===== src/hdl/tsa_pkg.sv =====
// Shared types and codes for the three-mode watch timer.
// No dependencies; imported by tsa_update and the top level.
package tsa_pkg;

  typedef enum logic [1:0] {
    MODE_CD = 2'd0,
    MODE_SW = 2'd1,
    MODE_AL = 2'd2
  } mode_e;

  typedef enum logic [1:0] {
    EDIT_IDLE   = 2'd0,
    EDIT_SELECT = 2'd1,
    EDIT_ADJUST = 2'd2,
    EDIT_RUN    = 2'd3
  } edit_e;

  typedef enum logic [1:0] {
    KEY_BACK  = 2'd0,
    KEY_ENTER = 2'd1,
    KEY_LEFT  = 2'd2,
    KEY_RIGHT = 2'd3
  } key_e;

  localparam logic REQ_TICK = 1'b0;
  localparam logic REQ_KEY  = 1'b1;

  // digit wrap moduli
  localparam logic [3:0] TENS_MOD    = 4'd6;
  localparam logic [3:0] ONES_MOD    = 4'd10;
  localparam logic [3:0] HR_TENS_MOD = 4'd3;
  localparam logic [3:0] HR_ONES_MOD = 4'd4;

  localparam logic [2:0] RING_LAST = 3'd6;

  typedef struct packed {
    logic       req_type;
    logic [1:0] key_code;
    logic [4:0] clock_hour;
    logic [5:0] clock_minute;
  } item_t;

  typedef struct packed {
    logic [1:0]      mode;
    logic [2:0][1:0] edit;
    logic [2:0][1:0] cursor;
    logic [2:0][2:0] dig_a;
    logic [2:0][3:0] dig_b;
    logic [2:0][2:0] dig_c;
    logic [2:0][3:0] dig_d;
    logic [2:0]      run;
    logic            alarm;
    logic [2:0]      ring_cnt;
  } state_t;

  typedef struct packed {
    logic [1:0] mode;
    logic [1:0] edit;
    logic [1:0] sel;
    logic [2:0] dig_a;
    logic [3:0] dig_b;
    logic [2:0] dig_c;
    logic [3:0] dig_d;
    logic       beep;
    logic       exit_req;
    logic       alarm;
    logic [2:0] run;
  } res_t;

endpackage


===== src/hdl/timer_stopwatch_alarm_controller.sv =====
// Three-mode watch timer top: input register, state registers, result register.
// A beat in the input register moves on to the result register once the result register is free.
// Throughput: one beat per cycle unless the output stalls; the input register frees as its beat moves on.
// Reset (rst_ni low, async): all modes idle and paused, digits zero, countdown shown.
// Depends on tsa_pkg and tsa_update.
module timer_stopwatch_alarm_controller (
  input  logic       clk_i,
  input  logic       rst_ni,
  input  logic       in_valid_i,
  output logic       in_stall_o,
  input  logic       req_type_i,
  input  logic [1:0] key_code_i,
  input  logic [4:0] clock_hour_i,
  input  logic [5:0] clock_minute_i,
  output logic       out_valid_o,
  input  logic       out_stall_i,
  output logic [1:0] shown_mode_o,
  output logic [1:0] shown_edit_o,
  output logic [1:0] shown_select_o,
  output logic [2:0] show_digit_a_o,
  output logic [3:0] show_digit_b_o,
  output logic [2:0] show_digit_c_o,
  output logic [3:0] show_digit_d_o,
  output logic       beep_o,
  output logic       exit_request_o,
  output logic       alarm_active_o,
  output logic [2:0] running_mask_o
);
  import tsa_pkg::*;

  item_t  item_q;
  logic   in_vld_q;
  state_t st_q, st_d;
  res_t   res_q, res_d;
  logic   out_vld_q;
  logic   advance;
  logic   in_take;

  assign advance    = in_vld_q && (!out_vld_q || !out_stall_i);
  assign in_stall_o = in_vld_q && !advance;
  assign in_take    = in_valid_i && !in_stall_o;

  tsa_update u_update (
    .cur_i  (st_q),
    .item_i (item_q),
    .nxt_o  (st_d),
    .res_o  (res_d)
  );

  always_ff @(posedge clk_i or negedge rst_ni) begin
    if (!rst_ni) begin
      in_vld_q  <= 1'b0;
      out_vld_q <= 1'b0;
      st_q      <= '0;
    end else begin
      if (in_take) in_vld_q <= 1'b1;
      else if (advance) in_vld_q <= 1'b0;
      out_vld_q <= advance || (out_vld_q && out_stall_i);
      if (advance) st_q <= st_d;
    end
  end

  always_ff @(posedge clk_i) begin
    if (in_take) begin
      item_q.req_type     <= req_type_i;
      item_q.key_code     <= key_code_i;
      item_q.clock_hour   <= clock_hour_i;
      item_q.clock_minute <= clock_minute_i;
    end
    if (advance) res_q <= res_d;
  end

  assign out_valid_o    = out_vld_q;
  assign shown_mode_o   = res_q.mode;
  assign shown_edit_o   = res_q.edit;
  assign shown_select_o = res_q.sel;
  assign show_digit_a_o = res_q.dig_a;
  assign show_digit_b_o = res_q.dig_b;
  assign show_digit_c_o = res_q.dig_c;
  assign show_digit_d_o = res_q.dig_d;
  assign beep_o         = res_q.beep;
  assign exit_request_o = res_q.exit_req;
  assign alarm_active_o = res_q.alarm;
  assign running_mask_o = res_q.run;

  // a processed beat always lands in the result register
  a_advance_out: assert property (@(posedge clk_i) disable iff (!rst_ni)
    advance |=> out_vld_q)
    else $error("processed beat did not reach result register");

  // the alarm flag is only up while the alarm timer runs
  a_alarm_run: assert property (@(posedge clk_i) disable iff (!rst_ni)
    st_q.alarm |-> st_q.run[MODE_AL])
    else $error("alarm flag set with alarm timer stopped");

  // ring counter restarts after the seventh match
  a_ring_max: assert property (@(posedge clk_i) disable iff (!rst_ni)
    st_q.ring_cnt <= RING_LAST)
    else $error("ring counter beyond last ring");

  // exit is only requested from idle or running edit state
  a_exit_edit: assert property (@(posedge clk_i) disable iff (!rst_ni)
    (out_vld_q && res_q.exit_req) |->
      (res_q.edit == EDIT_IDLE || res_q.edit == EDIT_RUN))
    else $error("exit request from an edit state");

endmodule


===== src/hdl/tsa_update.sv =====
// Next-state and result logic for one beat: key handling, timer ticks, alarm match.
// Depends on tsa_pkg.
module tsa_update (
  input  tsa_pkg::state_t cur_i,
  input  tsa_pkg::item_t  item_i,
  output tsa_pkg::state_t nxt_o,
  output tsa_pkg::res_t   res_o
);
  import tsa_pkg::*;

  // (v + 1) mod m for v < 2*m
  function automatic logic [3:0] wrap_up(input logic [3:0] v, input logic [3:0] m);
    logic [4:0] s;
    logic [4:0] m2;
    s  = {1'b0, v} + 5'd1;
    m2 = {m, 1'b0};
    if (s >= m2) s = s - m2;
    if (s >= {1'b0, m}) s = s - {1'b0, m};
    return s[3:0];
  endfunction

  function automatic logic [3:0] wrap_dn(input logic [3:0] v, input logic [3:0] m);
    return (v == 4'd0) ? (m - 4'd1) : (v - 4'd1);
  endfunction

  logic [1:0] m;
  logic [1:0] e;
  logic       up;
  logic [1:0] c;
  logic [3:0] tmp;
  logic [1:0] hr_t;
  logic [3:0] hr_o;
  logic [2:0] mn_t;
  logic [3:0] mn_o;
  logic [4:0] hr_sub;
  logic [5:0] mn_sub;
  logic       match;
  logic       beep;
  logic       exit_req;
  state_t     n;

  // split clock inputs into decimal digits
  always_comb begin
    if (item_i.clock_hour >= 5'd30)      hr_t = 2'd3;
    else if (item_i.clock_hour >= 5'd20) hr_t = 2'd2;
    else if (item_i.clock_hour >= 5'd10) hr_t = 2'd1;
    else                                 hr_t = 2'd0;
    hr_sub = item_i.clock_hour - 5'({hr_t, 3'b000} + {hr_t, 1'b0});
    hr_o   = hr_sub[3:0];

    if (item_i.clock_minute >= 6'd60)      mn_t = 3'd6;
    else if (item_i.clock_minute >= 6'd50) mn_t = 3'd5;
    else if (item_i.clock_minute >= 6'd40) mn_t = 3'd4;
    else if (item_i.clock_minute >= 6'd30) mn_t = 3'd3;
    else if (item_i.clock_minute >= 6'd20) mn_t = 3'd2;
    else if (item_i.clock_minute >= 6'd10) mn_t = 3'd1;
    else                                   mn_t = 3'd0;
    mn_sub = item_i.clock_minute - 6'({mn_t, 3'b000} + {mn_t, 1'b0});
    mn_o   = mn_sub[3:0];
  end

  always_comb begin
    n        = cur_i;
    beep     = 1'b0;
    exit_req = 1'b0;
    tmp      = 4'd0;
    m        = (cur_i.mode == 2'd3) ? MODE_CD : cur_i.mode;
    n.mode   = m;
    e        = cur_i.edit[m];
    up       = (item_i.key_code == KEY_RIGHT);
    c        = cur_i.cursor[m];
    match    = 1'b0;

    if (item_i.req_type == REQ_KEY) begin
      beep = 1'b1;
      case (item_i.key_code)
        KEY_BACK: begin
          if (e == EDIT_IDLE || e == EDIT_RUN) exit_req = 1'b1;
          else n.edit[m] = e - 2'd1;
        end
        KEY_ENTER: begin
          if (e == EDIT_ADJUST) n.run[m] = 1'b1;
          if (e == EDIT_RUN) begin
            n.run[m] = 1'b0;
            if (m == MODE_AL) n.alarm = 1'b0;
          end
          n.edit[m] = e + 2'd1;
        end
        default: begin
          if (e == EDIT_IDLE || e == EDIT_RUN) begin
            case (m)
              MODE_CD: n.mode = up ? MODE_SW : MODE_AL;
              MODE_SW: n.mode = up ? MODE_AL : MODE_CD;
              default: n.mode = up ? MODE_CD : MODE_SW;
            endcase
          end else if (e == EDIT_SELECT) begin
            n.cursor[m] = up ? (c + 2'd1) : (c - 2'd1);
          end else begin
            case (c)
              2'd0: begin
                tmp = up ? wrap_up({1'b0, cur_i.dig_a[m]},
                                   (m == MODE_AL) ? HR_TENS_MOD : TENS_MOD)
                         : wrap_dn({1'b0, cur_i.dig_a[m]}, TENS_MOD);
                n.dig_a[m] = tmp[2:0];
              end
              2'd1: begin
                n.dig_b[m] = up ? wrap_up(cur_i.dig_b[m],
                                          (m == MODE_AL) ? HR_ONES_MOD : ONES_MOD)
                                : wrap_dn(cur_i.dig_b[m], ONES_MOD);
              end
              2'd2: begin
                tmp = up ? wrap_up({1'b0, cur_i.dig_c[m]}, TENS_MOD)
                         : wrap_dn({1'b0, cur_i.dig_c[m]}, TENS_MOD);
                n.dig_c[m] = tmp[2:0];
              end
              default: begin
                n.dig_d[m] = up ? wrap_up(cur_i.dig_d[m], ONES_MOD)
                                : wrap_dn(cur_i.dig_d[m], ONES_MOD);
              end
            endcase
          end
        end
      endcase
    end else begin
      // countdown: decrement mm:ss, stop at zero
      if (cur_i.run[MODE_CD]) begin
        if (cur_i.dig_a[MODE_CD] == 3'd0 && cur_i.dig_b[MODE_CD] == 4'd0 &&
            cur_i.dig_c[MODE_CD] == 3'd0 && cur_i.dig_d[MODE_CD] == 4'd0) begin
          n.cursor[MODE_CD] = 2'd0;
          n.edit[MODE_CD]   = EDIT_IDLE;
          n.mode            = MODE_CD;
          n.run[MODE_CD]    = 1'b0;
          beep              = 1'b1;
        end else if (cur_i.dig_d[MODE_CD] != 4'd0) begin
          n.dig_d[MODE_CD] = cur_i.dig_d[MODE_CD] - 4'd1;
        end else begin
          n.dig_d[MODE_CD] = 4'd9;
          if (cur_i.dig_c[MODE_CD] != 3'd0) begin
            n.dig_c[MODE_CD] = cur_i.dig_c[MODE_CD] - 3'd1;
          end else begin
            n.dig_c[MODE_CD] = 3'd5;
            if (cur_i.dig_b[MODE_CD] != 4'd0) begin
              n.dig_b[MODE_CD] = cur_i.dig_b[MODE_CD] - 4'd1;
            end else begin
              n.dig_b[MODE_CD] = 4'd9;
              n.dig_a[MODE_CD] = cur_i.dig_a[MODE_CD] - 3'd1;
            end
          end
        end
      end

      // stopwatch: increment mm:ss, 59:59 rolls to 00:00
      if (cur_i.run[MODE_SW]) begin
        if (cur_i.dig_d[MODE_SW] != 4'd9) begin
          n.dig_d[MODE_SW] = cur_i.dig_d[MODE_SW] + 4'd1;
        end else begin
          n.dig_d[MODE_SW] = 4'd0;
          if (cur_i.dig_c[MODE_SW] != 3'd5) begin
            n.dig_c[MODE_SW] = cur_i.dig_c[MODE_SW] + 3'd1;
          end else begin
            n.dig_c[MODE_SW] = 3'd0;
            if (cur_i.dig_b[MODE_SW] != 4'd9) begin
              n.dig_b[MODE_SW] = cur_i.dig_b[MODE_SW] + 4'd1;
            end else begin
              n.dig_b[MODE_SW] = 4'd0;
              n.dig_a[MODE_SW] = (cur_i.dig_a[MODE_SW] != 3'd5) ?
                                 (cur_i.dig_a[MODE_SW] + 3'd1) : 3'd0;
            end
          end
        end
      end

      // alarm acts last so it wins the shown mode
      if (cur_i.run[MODE_AL]) begin
        n.alarm = 1'b1;
        match = ({1'b0, hr_t} == cur_i.dig_a[MODE_AL]) && (hr_o == cur_i.dig_b[MODE_AL]) &&
                (mn_t == cur_i.dig_c[MODE_AL]) && (mn_o == cur_i.dig_d[MODE_AL]);
        if (match) begin
          n.cursor[MODE_AL] = 2'd0;
          n.edit[MODE_AL]   = EDIT_IDLE;
          n.mode            = MODE_AL;
          if (cur_i.ring_cnt >= RING_LAST) begin
            n.run[MODE_AL] = 1'b0;
            n.alarm        = 1'b0;
            n.ring_cnt     = 3'd0;
          end else begin
            n.ring_cnt = cur_i.ring_cnt + 3'd1;
          end
          beep = 1'b1;
        end
      end
    end
  end

  assign nxt_o = n;

  always_comb begin
    res_o.mode     = n.mode;
    res_o.edit     = n.edit[n.mode];
    res_o.sel      = n.cursor[n.mode];
    res_o.dig_a    = n.dig_a[n.mode];
    res_o.dig_b    = n.dig_b[n.mode];
    res_o.dig_c    = n.dig_c[n.mode];
    res_o.dig_d    = n.dig_d[n.mode];
    res_o.beep     = beep;
    res_o.exit_req = exit_req;
    res_o.alarm    = n.alarm;
    res_o.run      = n.run;
  end

endmodule


===== config.mk =====
export PLATFORM = sky130hd
export DESIGN_NAME = timer_stopwatch_alarm_controller
export DESIGN_NICKNAME = d
export VERILOG_FILES = /design/src/hdl/tsa_pkg.sv /design/src/hdl/timer_stopwatch_alarm_controller.sv /design/src/hdl/tsa_update.sv
export SDC_FILE = /design/constraint.sdc
export NUM_CORES = 1
export LEC_CHECK = 0
export CAP_MARGIN = 15
export CORE_ASPECT_RATIO = 0.7
export CORE_MARGIN = 8
export CORE_UTILIZATION = 50
export CTS_CLUSTER_SIZE = 8
export DETAILED_ROUTE_END_ITERATION = 16
export DONT_BUFFER_PORTS = 1
export HOLD_SLACK_MARGIN = 0.05
export PLACE_DENSITY = 0.68
export SYNTH_ARGS = -nofsm -noshare
export SYNTH_HDL_FRONTEND = slang
export SYNTH_SLANG_ARGS = --single-unit

===== constraint.sdc =====
create_clock -name clk_i -period 4.72 [get_ports clk_i]
set_input_delay 0.236 -clock clk_i [delete_from_list [all_inputs] [get_ports clk_i]]
set_output_delay 0.236 -clock clk_i [all_outputs]
set_load 0.1 [all_outputs]

==> impl_metrics.env <==
export IMPL_outcome="finished with violations"
export IMPL_power_per_cell_area_nw_per_um2=704
export IMPL_syn_num_nets=1060
export IMPL_origin_of_the_worst_min_delay_path="clock_minute_i[0]"
export IMPL_cts_path_max_buffers=2
export IMPL_initial_utilization=0.504
export IMPL_postLayoutSetupSlackWorst_ps=-37.8
export IMPL_final_hold_worst_slack_ps=492
export IMPL_post_dp_hpwl_mm=17.8
export IMPL_placed_cell_area_sq_um=9150
export IMPL_numClockSinks=105
export IMPL_ys_seq_area_frac=0.331
export IMPL_timing_final_crit_share=1.01
export IMPL_gr_usage_all_layers=0.226
export IMPL_slew_viol_final=0
export IMPL_timing_reg2reg_worst_path_depth=19
export IMPL_period_minus_slack_ps=4760
export IMPL_worst_r2r_endpoint="show_digit_b_o[2]$_DFFE_PP_"
export IMPL_die_x_microns=172
export IMPL_floorplan_core_area_sq_um=17000
export IMPL_first_global_vias=7000
export IMPL_highest_delay_cell_along_the_critical_path="dfrtp_2"
export IMPL_cts_htree_levels=3
export IMPL_power_mw=7.02
export IMPL_number_of_buffer_cells_added_on_primary_ports=0
export IMPL_final_core_util=0.588
export IMPL_antenna_cells=0
export IMPL_detailroute_via_count=7840
export IMPL_timing_fmax_ghz=0.210
export IMPL_min_path_type="primary input to register"
export IMPL_synth_enable_flop_cells=40
export IMPL_num_rows=40
export IMPL_tightest_slew_ps=1050
export IMPL_antenna_left=0
export IMPL_startpoint_kind_of_the_worst_setup_timing_path="register"
export IMPL_grt_antenna_before_repair=0
export IMPL_fp_dieArea_sq_um=21600
export IMPL_io_pins=46
export IMPL_most_common_layout_cells="nand2_1 (134), o21ai_0 (87), buf_4 (70), dfrtp_1 (64), ha_1 (48)"
export IMPL_slew_headroom=0.298
export IMPL_path_class="register to register"
export IMPL_drt_first_pass_iters=6
export IMPL_drt_initial_drc_count=853
export IMPL_crit_path_cell_trace="ha_4, mux2i_4, o22ai_4, nand3_2, xnor2_2, inv_2, ha_4, nand2_4, o311ai_4, o21a_1, mux2i_2, ha_1, and3_4, a221oi_4, nand2_1, o31a_1, and3_1, o22ai_2, o221ai_2"
export IMPL_post_synth_num_cell_types=88
export IMPL_remaining_drc_errors=0
export IMPL_wire_length_of_the_first_global_routing_pass_mm=38.6
export IMPL_setup_tns_final_ps=-37.8
export IMPL_setup_worst_path_end_class="register"
export IMPL_path_clk_slew_ps=80
export IMPL_pleak_nw=4.09
export IMPL_die_y_microns=125
export IMPL_dominantRegCellSynth="dfrtp_1"
export IMPL_detail_route_vias_per_cell=6.14
export IMPL_fin_skew_ps=9.18
export IMPL_maximum_number_of_pins_on_one_net_before_global_route_repair=92
export IMPL_worst_endpoint_arrival_ps=4860
export IMPL_yosys_warnings=0
export IMPL_netlist_area_sq_um=8550
export IMPL_timing_final_hold_violations=0
export IMPL_synth_seq_cells=105
export IMPL_area_growth_from_synthesis_to_layout_pct=16.6
export IMPL_setup_viol=1
export IMPL_rsz0062_at_grt="yes"
export IMPL_finalNetCount=1114
export IMPL_crit_path_max_fanout=6
export IMPL_share_of_layout_cells_above_drive_strength_1=0.188
export IMPL_gp_routability_congestion=0.955
export IMPL_number_of_cells_on_the_worst_hold_path=1
export IMPL_async_flop_share=0.619
export IMPL_post_detailed_route_wirelength_per_cell_microns=19.7
export IMPL_clock_root_buffer="clkbuf_16"
export IMPL_worst_skew_pair_latency_ps=370
export IMPL_final_common_cell="nand2_1"
export IMPL_reg2reg_from="st_q[61]$_DFFE_PN0P_"
export IMPL_post_route_cell_area_sq_um=9970
export IMPL_timing_critical_path_slowest_cell_delay_ps=450
export IMPL_global_route_overflow_total=0
export IMPL_postRouteWirelength_mm=25.1
export IMPL_ir_worst_vdd_v=0.000351
export IMPL_hold_end="item_q[0]$_DFFE_PP_"
export IMPL_cts_made_buffers=9
export IMPL_max_cap_violations=0
export IMPL_cp_data_required_time_ps=4820
export IMPL_worst_r2r_setup_slack_ps=-40
export IMPL_crit_top_cell="ha_4"
export IMPL_violations="negative setup slack"
export IMPL_syn_avg_cell_area_sq_um=8.66
export IMPL_cts_tree="yes"
export IMPL_post_synth_inst_count=987
cell type report:
type                       instances  area (sq um)
tap                              231           289
clock buffer                      12           246
sequential                       105          2830
multi-input combinational        777          5570
inverter                          57           216
fill                            1455          6990
timing repair buffer              91           764
clock inverter                     4          55.1
sequential cells by signal (all words and copies together) (netlist names):
register,cells
show_digit_b_o,4
shown_mode_o,2
st_q,63
running_mask_o,3
item_q,14
show_digit_c_o,3
alarm_active_o,1
beep_o,1
in_vld_q,1
show_digit_d_o,4
exit_request_o,1
show_digit_a_o,3
shown_select_o,2
out_valid_o,1
shown_edit_o,2
through the flow:
stage / setup WS [ps] / cells
finish: -37.8 / 1277
global route: -257 / 1277
CTS: 28.4 / 1269
detailed placement: -155 / 1234
global placement: 33.7 / 1234
floorplan: 17.2 / 987
critical path: cells and delay by family (launching register included):
kind            cells  cell delay [ps]
compound gates      7             1800
fa+ha+maj           3              780
simple gates        5              710
mux                 2              470
flops               1              450
xor+xnor            1              210
buf+inv             1               70
worst max path at each step:
| stage | startpoint | to | slack (ps) | cells past startpoint |
|---|---|---|---|---|
| 2_1_floorplan | st_q[62]$_DFFE_PN0P_ | show_digit_b_o[3]$_DFFE_PP_ | 20 | 23 |
| 4_1_cts | st_q[61]$_DFFE_PN0P_ | show_digit_b_o[2]$_DFFE_PP_ | 30 | 20 |
| 5_1_grt | st_q[61]$_DFFE_PN0P_ | show_digit_b_o[2]$_DFFE_PP_ | -260 | 20 |
| 3_5_place_dp | st_q[62]$_DFFE_PN0P_ | show_digit_b_o[2]$_DFFE_PP_ | -150 | 20 |
| 3_3_place_gp | st_q[61]$_DFFE_PN0P_ | show_digit_b_o[2]$_DFFE_PP_ | 30 | 20 |
| 6_report | st_q[61]$_DFFE_PN0P_ | show_digit_b_o[2]$_DFFE_PP_ | -40 | 19 |
repair_timing:
action,CTS,global route
hold buffers,19,0
hold endpoints to repair,81,0
resized for setup,8,43
pin swaps,0,25
setup endpoints to repair,6,31
buffers inserted,0,7
cloned,0,0
cell families (layout without fill, tap and decap cells):
| family | Yosys count | after routing | share of synthesized area |
|---|---|---|---|
| compound gates | 292 | 292 | 0.226 |
| xor+xnor | 41 | 41 | 0.0429 |
| fa+ha+maj | 56 | 56 | 0.0844 |
| buf+inv | 105 | 164 | 0.0516 |
| flops | 105 | 105 | 0.331 |
| mux | 61 | 61 | 0.0783 |
| simple gates | 327 | 327 | 0.186 |
Yosys cell counts, types with 7 or more instances:
cell,instances,area share
nand3_1,32,0.019
a31oi_1,17,0.012
and3_1,9,0.0066
a22oi_1,9,0.0079
nand2b_1,14,0.010
o21ai_1,17,0.0099
o31ai_1,9,0.0079
edfxtp_1,40,0.14
and2_1,12,0.0088
a21oi_1,46,0.027
inv_1,50,0.022
nor3_1,22,0.013
o22ai_2,11,0.016
buf_2,9,0.0053
ha_1,52,0.076
mux2_2,19,0.025
xor2_1,14,0.014
clkbuf_1,33,0.014
nand2_1,137,0.060
o22ai_1,11,0.0080
nor3b_1,10,0.0088
o21ai_0,87,0.051
o21a_1,7,0.0061
mux2i_1,34,0.040
xnor2_1,26,0.027
o211ai_1,17,0.015
nor2_1,47,0.021
dfrtp_1,65,0.19
power by group:
part	internal [mW]	switching [mW]	total [mW]
registers	1.20	0.716	1.92
logic	1.92	2.40	4.32
clock network	0.429	0.354	0.782
total	3.55	3.47	7.02
routing by layer:
layer / vias to the layer above / part of all wire / track usage
met5: - / 0 / 0
met4: 0 / 0.014 / 0.0561
met3: 28 / 0.092 / 0.0478
met2: 355 / 0.42 / 0.318
met1: 3756 / 0.47 / 0.342
li1: 3701 / - / -
No activity file was read; power rests on OpenSTA's default activity.
